### src/hdl/tswc_pkg.sv
`default_nettype none

package tswc_pkg;

    // coordinate and register widths
    localparam int COORD_BITS     = 16;
    localparam int ROW_LENGTH_W   = 11;
    localparam int COS_W          = 16;
    localparam int THR_SQ_W       = 2 * COS_W;
    localparam int CFG_DATA_W     = 16;
    localparam int CFG_INDEX_W    = 1;
    localparam int SQ_W           = 10;

    // up component squared is scaled by 2^30 before the compare
    localparam int UP_SHIFT       = 30;

    // register indexes
    localparam logic [CFG_INDEX_W-1:0] REG_ROW_LENGTH    = 1'd0;
    localparam logic [CFG_INDEX_W-1:0] REG_COS_THRESHOLD = 1'd1;

    // register reset values
    localparam logic [ROW_LENGTH_W-1:0] ROW_LENGTH_RESET    = 11'd2;
    localparam logic [COS_W-1:0]        COS_THRESHOLD_RESET = 16'd23170;
    localparam int                      MIN_ROW_LENGTH      = 2;

    // default sizes
    localparam int MAX_ROW_LENGTH_DEF = 1024;
    localparam int MAX_ROWS_DEF       = 1024;

    // square queue and result buffer
    localparam int Q_DEPTH     = 2;
    localparam int Q_PTR_W     = $clog2(Q_DEPTH);
    localparam int RES_DEPTH   = 8;
    localparam int RES_PTR_W   = $clog2(RES_DEPTH);
    localparam int RES_CNT_W   = RES_PTR_W + 1;

    typedef struct packed {
        logic signed [COORD_BITS-1:0] vertex_x;
        logic signed [COORD_BITS-1:0] vertex_y;
        logic signed [COORD_BITS-1:0] vertex_z;
        logic                         grid_start;
    } t_vertex_in;

    typedef struct packed {
        logic [SQ_W-1:0] square_row;
        logic [SQ_W-1:0] square_col;
        logic            walkable;
    } t_result;

    typedef struct packed {
        logic signed [COORD_BITS-1:0] x;
        logic signed [COORD_BITS-1:0] y;
        logic signed [COORD_BITS-1:0] z;
    } t_vtx;

    // one completed square: far-left, near-left, near-right (cur), far-right
    typedef struct packed {
        t_vtx            fl;
        t_vtx            nl;
        t_vtx            cur;
        t_vtx            fr;
        logic [SQ_W-1:0] row;
        logic [SQ_W-1:0] col;
    } t_square;

endpackage

`default_nettype wire

### src/hdl/tswc_queue.sv
`default_nettype none

module tswc_queue (
    input  wire logic              i_clk,
    input  wire logic              i_rst_n,
    input  wire logic              i_push,
    input  wire tswc_pkg::t_square i_push_data,
    output logic                   o_full,
    input  wire logic              i_pop,
    output logic                   o_empty,
    output tswc_pkg::t_square      o_head
);
    import tswc_pkg::*;

    localparam int CW = Q_PTR_W + 1;

    t_square            r_data [Q_DEPTH];
    logic [Q_PTR_W-1:0] r_wp;
    logic [Q_PTR_W-1:0] r_rp;
    logic [CW-1:0]      r_cnt;

    assign o_full  = (r_cnt == CW'(Q_DEPTH));
    assign o_empty = (r_cnt == '0);
    assign o_head  = r_data[r_rp];

    // pointers and fill count
    always_ff @(posedge i_clk) begin
        if (!i_rst_n) begin
            r_wp  <= '0;
            r_rp  <= '0;
            r_cnt <= '0;
        end else begin
            if (i_push) begin
                r_wp <= r_wp + Q_PTR_W'(1);
            end
            if (i_pop) begin
                r_rp <= r_rp + Q_PTR_W'(1);
            end
            r_cnt <= r_cnt + CW'(i_push) - CW'(i_pop);
        end
    end

    // entries
    always_ff @(posedge i_clk) begin
        if (i_push) begin
            r_data[r_wp] <= i_push_data;
        end
    end

endmodule

`default_nettype wire

### config.mk
export PLATFORM = sky130hd
export DESIGN_NAME = tswc_queue
export DESIGN_NICKNAME = d
export VERILOG_FILES = /design/src/hdl/tswc_pkg.sv /design/src/hdl/tswc_queue.sv
export SDC_FILE = /design/constraint.sdc
export NUM_CORES = 1
export LEC_CHECK = 0
export ABC_AREA = 0
export BUFFER_PORTS_ARGS = -buffer_cell sky130_fd_sc_hd__buf_4
export CAP_MARGIN = 20
export CORE_MARGIN = 2
export CORE_UTILIZATION = 57
export DETAILED_ROUTE_END_ITERATION = 16
export GPL_TIMING_DRIVEN = 1
export PLACE_DENSITY = 0.88
export SETUP_SLACK_MARGIN = 0.4
export SYNTH_ARGS = -nofsm -noshare
export SYNTH_HDL_FRONTEND = slang
export SYNTH_SLANG_ARGS = --single-unit
export TNS_END_PERCENT = 20
### constraint.sdc
create_clock -name i_clk -period 19.8 [get_ports i_clk]
set_clock_uncertainty 0.05 [all_clocks]
set_input_delay 3.96 -clock i_clk [delete_from_list [all_inputs] [get_ports i_clk]]
set_output_delay 3.96 -clock i_clk [all_outputs]
set_load 0.05 [all_outputs]
==> results by group, run 1 <==
Synth
  • Synth area leader: edfxtp_1
  • Yosys Warn Count: 0
  • Asr flop ratio synth: 0%
  • Cells after Synth: 681
  • Synth cell types: 15
  • Sequential area share after synthesis: approximately four fifths
  • Post-synth EDFFs: around 420
  • Synth area leaders: edfxtp_1 (78%), mux2_4 (17%), mux2_2 (2.2%), buf_12 (1.3%), buf_6 (0.69%)
  • Count leader, synth: edfxtp_1
  • Post-synth top cells: edfxtp_1 (424), mux2_4 (180), mux2_2 (32)
  • Mapped Area: approximately 0.016 mm²
  • Synth Register Bits: ~430
  • Syn_nets: approximately 900
  • Area share of the largest cell type after synthesis: around 78%
  • Post-synth top flop: edfxtp_1
  • Syn avg cell area: around 24 µm²

Die
  • Die width: ~170 µm
  • Die Y: about 170 µm
  • # IOs: 430
  • Core area: 0.02847 mm²
  • Core Rows: just over 60
  • Initial Utilization: between 50% and 60%
  • Die area: roughly 0.03 mm²

Detailed routing
  • First drt pass iteration count: 5
  • Routed Antenna Nets: 0
  • Via count: 8176
  • Residual DRC: 0
  • DR iter-0 viols: 660
  • Routed len/inst: roughly 23 µm
  • Final WL: about 35000 µm
  • Drt via density: 5.251

Placed design
  • Placed Cells incl. Taps: between 1000 and 1500
  • DP Wirelength: ~24000 µm
  • Pre-CTS WS: 12590 ps
  • Port Buffers: 429
  • GP Congestion: a little under 0.8

Final layout
  • Area Growth Syn to Fin: 29.57%
  • Non-Filler Instances: ~1600
  • Layout cell share with drive strength beyond 1: 60.92%
  • Reg area: around 0.013 mm²
  • Final Net Count: 1358
  • Fillers: about 1500
  • Area of the multi-input gates: ~0.0032 mm²

Setup path
  • R2R Path End: r_data[0][25]$_DFFE_PP_
  • CP endpoint kind: primary output
  • Critical path class: reg -> out
  • R2R cell count: 3
  • Worst reg2reg path startpoint: r_wp$_SDFFE_PN0P_
  • Worst Path Required: about 16000 ps
  • Worst-path maximum fanout: 60
  • Startpoint class of the critical path: register
  • Crit path arrival time: ~3800 ps
  • FF-to-FF setup slack: roughly 17000 ps
  • Setup crit end: o_head[70]

Clock tree
  • CTS Buf Count: between 40 and 50
  • Clock Tree Buf Depth: 3
  • PostCTS Resize Cnt: 0
  • Post-CTS Setup Bufs: 0
  • Clock latency on the worst-skew pair: ~520 ps
  • Root Buffer: clkbuf_16
  • CTS sink cnt: 429
  • CTS H-tree lvls: 2
  • Cts hold-fix bufs: 0
  • TritonCTS clock tree: yes
  • Worst-path clk slew: around 60 ps

STA
  • Final Hold Fails: 0
  • Max Freq: approximately 0.13 GHz
  • Crit share post-route: roughly 40%
  • Rel. slew slack: between 20% and 30%
  • Min Clock Period, post-route: around 7800 ps
  • Unrepaired setup endpoints after global routing: no
  • Setup TNS: 0 ps
  • Finish-stage setup viols: 0
  • Worst hold margin: 526.8 ps
  • Setup ws final: roughly 12000 ps
  • Worst Max-Slew Pin Slew: 1092 ps
  • Slew Viols, Final: 0

Power and ir drop
  • Worst vdd ir: 125.9 µV
  • Leak: approximately 8.3 nW
  • Pwr dens: around 110 mW/mm²

Global routing
  • Vias in the first global route: between 8000 and 9000
  • Total GRT Usage: between 20% and 30%
  • Initial antenna violation count: 1
  • Grt total ovfl: 0
  • First-pass GRT wire length: 51430 µm
  • Largest net degree at the start of global routing: 76

Hold path
  • Min-Delay Path Class: reg -> reg

Run status
  • Status: complete, no violations

Job
  • Max cap viols: 0
[area by class of cell]
type / count / area share, %
inverters: 2 / 0.03540
clock inverters: 27 / 1.121
multi-input cells: 226 / 15.04
well taps: 384 / 2.265
clock buffers: 50 / 5.398
diodes: 1 / 0.01180
repair buffers: 438 / 15.60
flip-flops and latches: 429 / 60.53
[logic make-up (layout without fill, tap and decap cells)]
group                    count (synthesis)  in the layout  synth area share, %
AO/OA/AOI/OAI                            1              1              0.04588
XOR/XNOR                                 2              2               0.1911
adder cells (fa/ha/maj)                  2              2               0.1529
buffers and inverters                   26            517                2.171
flip-flops                             429            429                78.40
multiplexers                           212            212                18.71
other                                    0              1                    0
AND/OR/NAND/NOR                          9              9               0.3286
[sequential cells by signal, indices dropped and copies added (netlist names), named ones only]
name	flops
r_cnt	2
r_wp	1
r_rp	1
r_data	424
[metrics by stage]
stage | utilization (%) | power [mW] | area (µm²)
2_1_floorplan | - | 1.390 | 16370
3_3_place_gp | 69.53 | 1.490 | 19800
3_5_place_dp | 69.53 | 1.501 | 19800
4_1_cts | 74.39 | 2.284 | 21180
5_1_grt | 74.49 | 2.333 | 21210
6_report | 74.49 | 2.270 | 21210
[worst max-delay path, cell delays in order, from the launching register on]
cell and delay [ps]:
dfxtp_4 810, buf_4 780, buf_4 940, mux2_4 360, buf_4 190
[routing by layer]
metal  share of wire [%]  vias up  GRT usage, %
li1                    -     3626             -
met1                  37     4054         26.79
met2                  51      424         39.60
met3                 9.4       72         7.741
met4                 2.9        0         7.239
met5                   0        -             0
[placed cells by master (no fill, tap or decap)]
master        n
mux2_2       32
mux2_4      180
buf_4       437
clkbuf_1      5
ha_1          2
edfxtp_1    424
and2_1        3
clkbuf_16    45
bufinv_16     4
inv_1         2
nor2b_1       3
dfxtp_4       1
and2_4        1
clkinvlp_4    5
clkinv_1     11
nor2_1        1
diode_2       1
xor2_1        1
clkinv_2      6
xnor3_1       1
dfxtp_1       4
clkinv_4      1
o21a_1        1
buf_16        1
nor2b_4       1
[how the worst min path moves through the flow]
stage	startpoint	endpoint	slack (ps)	cells past startpoint
2_1_floorplan	r_rp$_SDFFE_PN0P_	register	500	2
3_3_place_gp	r_rp$_SDFFE_PN0P_	register	510	2
3_5_place_dp	r_rp$_SDFFE_PN0P_	register	520	2
4_1_cts	r_rp$_SDFFE_PN0P_	register	530	2
5_1_grt	r_rp$_SDFFE_PN0P_	register	570	2
6_report	r_rp$_SDFFE_PN0P_	register	530	2
[report_power, final]
| group | switching (mW) | total (mW) | leakage, nW | internal, mW |
|---|---|---|---|---|
| Combinational | 0.255 | 0.413 | 3.65 | 0.157 |
| Clock | 0.322 | 0.787 | 0.663 | 0.465 |
| Sequential | 0.0182 | 1.07 | 4.02 | 1.05 |
| Total | 0.595 | 2.27 | 8.34 | 1.67 |
No activity file was read; power rests on OpenSTA's default activity.
==> run 2: changes to the inputs <==
- CORE_UTILIZATION: 57 -> 48
- PLACE_DENSITY: 0.88 -> 0.8
- clock period: 19.8 -> 6.9 ns (I/O delays scaled with it)
==> run 2 against run 1 <==
Global-route usage down 4.5 points. Final area hardly changed. Critical path depth is 1 lower. Non-clock buffer count fell by 3. Cell count grew 3.9%. Combinational power grew to 2.9 times the previous value. Via count decreased by 3.0%. Routed wire length down 5.5%. Utilization decreased by 11 points. Clock power grew to 2.8 times the previous value. Critical endpoint is now o_head[97]. Largest cell class unchanged. Largest power group unchanged.
==> results by group, run 2 (synthesis gave the netlist of run 1 again) <==
Detailed routing
  • Final WL: 33310 µm (was 35230 µm)
  • DR iter-0 viols: 448 (was 660)
  • Via count: 7931 (was 8176)
  • Routed len/inst: 20.60 µm (was 22.63 µm)
  • First drt pass iteration count: 4 (was 5)
  • Drt via density: 4.905 (was 5.251)
  • Routed Antenna Nets: 0 (unchanged)
  • Residual DRC: 0 (unchanged)

Placed design
  • Port Buffers: 429 (unchanged)
  • DP Wirelength: 21930 µm (was 23930 µm)
  • GP Congestion: 0.7691 (was 0.7844)

Global routing
  • Vias in the first global route: 8580 (was 8636)
  • Total GRT Usage: 18.22% (was 22.77%)
  • Initial antenna violation count: 2 (was 1)
  • Grt total ovfl: 0 (unchanged)
  • First-pass GRT wire length: 48450 µm (was 51430 µm)
  • Largest net degree at the start of global routing: 167 (was 76)

Clock tree
  • Clock Tree Buf Depth: 3 (unchanged)
  • Post-CTS Setup Bufs: 0 (unchanged)
  • TritonCTS clock tree: yes (unchanged)
  • Clock latency on the worst-skew pair: 540 ps (was 520 ps)
  • CTS Buf Count: 45 (was 43)
  • Cts hold-fix bufs: 0 (unchanged)
  • PostCTS Resize Cnt: 0 (unchanged)
  • Root Buffer: clkbuf_16 (unchanged)
  • Worst-path clk slew: 60 ps (about the same)
  • CTS sink cnt: 429 (unchanged)
  • CTS H-tree lvls: 2 (unchanged)

Die
  • Die width: 188.7 µm (was 173.5 µm)
  • Die Y: 188.7 µm (was 173.5 µm)
  • Core area: 0.03353 mm² (was 0.02847 mm²)
  • # IOs: 430 (unchanged)
  • Core Rows: 67 (was 62)
  • Initial Utilization: 48.81% (was 57.49%)
  • Die area: 0.03559 mm² (was 0.03009 mm²)

Hold path
  • Min-Delay Path Class: reg -> reg (unchanged)
  • Hold Path Stages: 2 (unchanged)
  • Min-delay src: r_rp$_SDFFE_PN0P_ (unchanged)

Final layout
  • Area Growth Syn to Fin: 29.68% (was 29.57%)
  • Commonest non-fill, non-tap cells in the layout: buf_4 (431), edfxtp_1 (424), mux2_4 (180) (was buf_4 (437), edfxtp_1 (424), mux2_4 (180))
  • Final Net Count: 1357 (was 1358)
  • Largest regs: r_data x424, r_cnt x2 (unchanged)
  • Commonest non-fill, non-tap cell in the layout: buf_4 (unchanged)
  • Register name with the most flops: r_data (unchanged)
  • Max reg flops: 424 (unchanged)
  • Layout cell share with drive strength beyond 1: 60.24% (was 60.92%)

STA
  • Final Hold Fails: 0 (unchanged)
  • Worst hold margin: 523.3 ps (was 526.8 ps)
  • Crit share post-route: about 57%
  • Slew Viols, Final: 0 (unchanged)
  • Setup TNS: 0 ps (unchanged)
  • Unrepaired setup endpoints after global routing: no (unchanged)
  • Finish-stage setup viols: 0 (unchanged)
  • Worst Max-Slew Pin Slew: 1014 ps (was 1092 ps)
  • Max Freq: ~0.25 GHz
  • Rel. slew slack: 32.24% (was 27.21%)
  • Min Clock Period, post-route: about 3900 ps

Setup path
  • CP endpoint kind: primary output (unchanged)
  • Crit-path max cell delay: 630 ps (was 940 ps)
  • Worst path slowest cell: dfxtp_4 (was buf_4)
  • Worst Path Required: 5470 ps (was 15790 ps)
  • Worst reg2reg path startpoint: r_wp$_SDFFE_PN0P_ (unchanged)
  • R2R cell count: 2 (was 3)
  • Crit path arrival time: 2490 ps (was 3760 ps)
  • Startpoint class of the critical path: register (unchanged)
  • R2R Path End: r_data[0][98]$_DFFE_PP_ (was r_data[0][25]$_DFFE_PP_)
  • Worst-path maximum fanout: 97 (was 60)
  • FF-to-FF setup slack: 4500 ps (was 16790 ps)
  • Crit-path cells: buf_12 > mux2_4 > buf_4 (was buf_4 > buf_4 > mux2_4 > buf_4)
  • Critical path class: reg -> out (unchanged)

Job
  • Max cap viols: 0 (unchanged)

Power and ir drop
  • Worst vdd ir: 218.7 µV (was 125.9 µV)
  • Pwr dens: 303.0 mW/mm² (was 107.0 mW/mm²)
  • Leak: 8.295 nW (was 8.338 nW)

Run status
  • Status: complete, no violations (unchanged)
-- run 2: cell types whose count changed in the layout (fill, tap and decap cells not counted) --
cell        before  now
clkinv_2         6    2
clkbuf_1         5   16
bufinv_16        4    2
clkinvlp_4       5    2
buf_12           0    4
clkinv_1        11    6
buf_16           1    0
buf_4          437  431
inv_6            0    1
diode_2          1    2
-- run 2: area by class of cell --
type	count	area, µm²
antenna	2	5.005
clock buffer	61	1186
clock inverter	14	125.1
fill	2321	12310
inverter	2	7.507
multi-input combinational	226	3191
sequential	429	12840
tap	448	560.5
timing repair buffer	435	3316
-- run 2: how the worst max path moves through the flow --
stage          slack, ps                 endpoint
2_1_floorplan        100   r_data[1][0]$_DFFE_PP_
3_3_place_gp        3340  r_data[0][20]$_DFFE_PP_
3_5_place_dp        3330  r_data[0][98]$_DFFE_PP_
4_1_cts             2920                o_head[0]
5_1_grt             2890               o_head[97]
6_report            2980               o_head[97]
-- run 2: worst max-delay path, delay by kind of cell, from the launching register on --
kind,cells,cell delay (ps)
buffers and inverters,2,720
DFF,1,630
muxes,1,370
-- run 2: per-stage QoR --
stage	utilization (%)	total power, mW	setup slack [ps]	cells	instance area (µm²)
floorplan	-	3.969	96.50	681	16380
global placement	59.38	4.285	3341	1540	19910
detailed placement	59.38	4.305	3328	1540	19910
CTS	63.29	6.495	2916	1615	21220
global route	63.30	6.639	2887	1617	21230
finish	63.30	6.431	2975	1617	21230
-- run 2: metal layers --
| metal | up-vias | part of all wire [%] | global-route usage (%) | wire length [µm] |
|---|---|---|---|---|
| met5 | - | 0 | 0 | 0 |
| met4 | 0 | 2.7 | 6.731 | 909 |
| met3 | 60 | 10 | 7.506 | 3470 |
| met2 | 358 | 51 | 31.31 | 16920 |
| met1 | 3889 | 36 | 20.35 | 12010 |
| li1 | 3624 | - | - | - |
-- run 2: report_power, final --
group	switching (mW)	internal, mW
Combinational	0.734	0.453
Sequential	0.0414	3.02
Clock	0.913	1.27
==> run 3: changes to the inputs <==
- clock period: 6.9 -> 3.3 ns (I/O delays scaled with it)
==> run 3 against run 2 <==
Hold slack got worse by 270 ps. Die area is the same. Largest cell class unchanged. Largest power group unchanged. Cell count is 1.5% higher. First-iteration DRC count is 12% lower.
==> results by group, run 3 (synthesis gave the netlist of run 1 again) <==
Power and ir drop
  • Worst vdd ir: 570.9 µV (was 218.7 µV)
  • Pwr dens: 637.6 mW/mm² (was 303.0 mW/mm²)
  • Power, Total: 13.76 mW (was 6.431 mW)
  • Leak: 8.492 nW (was 8.295 nW)

Detailed routing
  • DR iter-0 viols: 393 (was 448)
  • Routed Antenna Nets: 0 (unchanged)
  • Drt via density: 4.890 (was 4.905)
  • Routed len/inst: 20.31 µm (was 20.60 µm)
  • Residual DRC: 0 (unchanged)
  • Via count: 8024 (was 7931)
  • First drt pass iteration count: 5 (was 4)
  • Final WL: 33320 µm (was 33310 µm)

Placed design
  • DP Wirelength: 22990 µm (was 21930 µm)
  • Placed Cells incl. Taps: 1560 (was 1540)
  • GP Congestion: 0.7615 (was 0.7691)
  • Port Buffers: 429 (unchanged)
  • Placed Area: 0.02015 mm² (was 0.01991 mm²)
  • Pre-CTS WS: 989.8 ps (was 3328 ps)

Global routing
  • First-pass GRT wire length: 49160 µm (was 48450 µm)
  • Vias in the first global route: 8515 (was 8580)
  • Largest net degree at the start of global routing: 96 (was 167)
  • Initial antenna violation count: 1 (was 2)
  • Grt total ovfl: 0 (unchanged)
  • Total GRT Usage: 18.31% (was 18.22%)

Clock tree
  • TritonCTS clock tree: yes (unchanged)
  • CTS H-tree lvls: 2 (unchanged)
  • CTS Buf Count: 44 (was 45)
  • CTS sink cnt: 429 (unchanged)
  • Clock latency on the worst-skew pair: 530 ps (was 540 ps)
  • Worst-path clk slew: 60 ps (about the same)
  • PostCTS Resize Cnt: 0 (unchanged)
  • Clock Tree Buf Depth: 3 (unchanged)
  • Root Buffer: clkbuf_16 (unchanged)

STA
  • Worst hold margin: 257.3 ps (was 523.3 ps)
  • Setup ws final: 576.2 ps (was 2975 ps)
  • Setup TNS: 0 ps (unchanged)
  • Slew Viols, Final: 0 (unchanged)
  • Unrepaired setup endpoints after global routing: no (unchanged)
  • Final Hold Fails: 0 (unchanged)
  • Worst Max-Slew Pin Slew: 711.8 ps (was 1014 ps)
  • Rel. slew slack: 52.54% (was 32.24%)
  • Min Clock Period, post-route: about 2700 ps
  • Finish-stage setup viols: 0 (unchanged)
  • Crit share post-route: approximately 83%
  • Max Freq: about 0.37 GHz

Setup path
  • Worst reg2reg path startpoint: r_wp$_SDFFE_PN0P_ (unchanged)
  • R2R cell count: 2 (unchanged)
  • Critical path class: reg -> out (unchanged)
  • Crit path arrival time: 2010 ps (was 2490 ps)
  • CP endpoint kind: primary output (unchanged)
  • Worst Path Required: 2590 ps (was 5470 ps)
  • Setup crit end: o_head[1] (was o_head[97])
  • Startpoint class of the critical path: register (unchanged)
  • R2R Path End: r_data[1][89]$_DFFE_PP_ (was r_data[0][98]$_DFFE_PP_)
  • Worst-path maximum fanout: 11 (was 97)
  • FF-to-FF setup slack: 1490 ps (was 4500 ps)

Final layout
  • Commonest non-fill, non-tap cells in the layout: buf_4 (446), edfxtp_1 (424), mux2_4 (180) (was buf_4 (431), edfxtp_1 (424), mux2_4 (180))
  • Commonest non-fill, non-tap cell in the layout: buf_4 (unchanged)
  • Layout cell share with drive strength beyond 1: 60.99% (was 60.24%)
  • Largest regs: r_data x424, r_cnt x2 (unchanged)
  • Non-Filler Instances: 1641 (was 1617)
  • Design Area, Final: 0.02158 mm² (was 0.02123 mm²)
  • Area Growth Syn to Fin: 31.83% (was 29.68%)
  • Core Util, Final: 64.35% (was 63.30%)
  • Final Net Count: 1378 (was 1357)
  • Register name with the most flops: r_data (unchanged)
  • Max reg flops: 424 (unchanged)
  • Fillers: 2261 (was 2321)

Die
  • Die width: 188.7 µm (unchanged)
  • Core area: 0.03353 mm² (unchanged)
  • Die Y: 188.7 µm (unchanged)
  • Initial Utilization: 48.81% (unchanged)
  • Die area: 0.03559 mm² (unchanged)
  • Core Rows: 67 (unchanged)
  • # IOs: 430 (unchanged)

Hold path
  • Min-Delay Path Class: in -> reg (was reg -> reg)
  • Hold Path Stages: 1 (was 2)

Job
  • Max cap viols: 0 (unchanged)

Run status
  • Status: complete, no violations (unchanged)
run 3: cell count changes in the layout (fill, tap and decap cells not counted), moves of 3 or more:
cell       change
buf_4         +15
buf_12         +7
bufinv_16      +4
clkinv_1       +3
run 3: how the worst min path moves through the flow:
stage                                     endpoint               from
after floorplan                           register  r_rp$_SDFFE_PN0P_
after global placement           r_rp$_SDFFE_PN0P_  r_rp$_SDFFE_PN0P_
after detailed placement         r_rp$_SDFFE_PN0P_  r_rp$_SDFFE_PN0P_
after CTS                 r_data[0][182]$_DFFE_PP_   i_push_data[182]
after global routing      r_data[1][117]$_DFFE_PP_   i_push_data[117]
final                       r_data[1][4]$_DFFE_PP_     i_push_data[4]
run 3: per-layer routing:
layer | part of all wire (%) | GRT usage [%] | vias to the layer above
li1 | - | - | 3674
met2 | 51 | 31.97 | 368
met5 | 0 | 0 | -
met3 | 10 | 7.636 | 47
met4 | 2.2 | 5.889 | 0
met1 | 36 | 20.27 | 3935
run 3: timing repair:
| action | CTS | global route |
|---|---|---|
| setup buffers | 0 | 2 |
| setup endpoints to repair | 0 | 72 |
| hold buffers | 0 | 0 |
run 3: where the power goes:
group | total (mW) | internal (mW) | switching, mW
Clock | 4.83 | 2.96 | 1.87
Combinational | 2.55 | 0.984 | 1.56
Sequential | 6.38 | 6.31 | 0.0752
Total | 13.8 | 10.3 | 3.51
run 3: area by class of cell:
cell class,count,area (µm²),share of cell area [%]
well taps,448,560.5,2.598
clock buffers,59,1179,5.462
repair buffers,457,3568,16.54
multi-input cells,226,3191,14.79
flip-flops and latches,429,12840,59.49
clock inverters,19,234.0,1.084
inverters,2,7.507,0.03479
diodes,1,2.502,0.01160
run 3: critical path: stages, from the launching register on:
cell and delay (ps):
dfxtp_4 400, buf_4 240, buf_4 240, mux2_2 390, buf_4 200
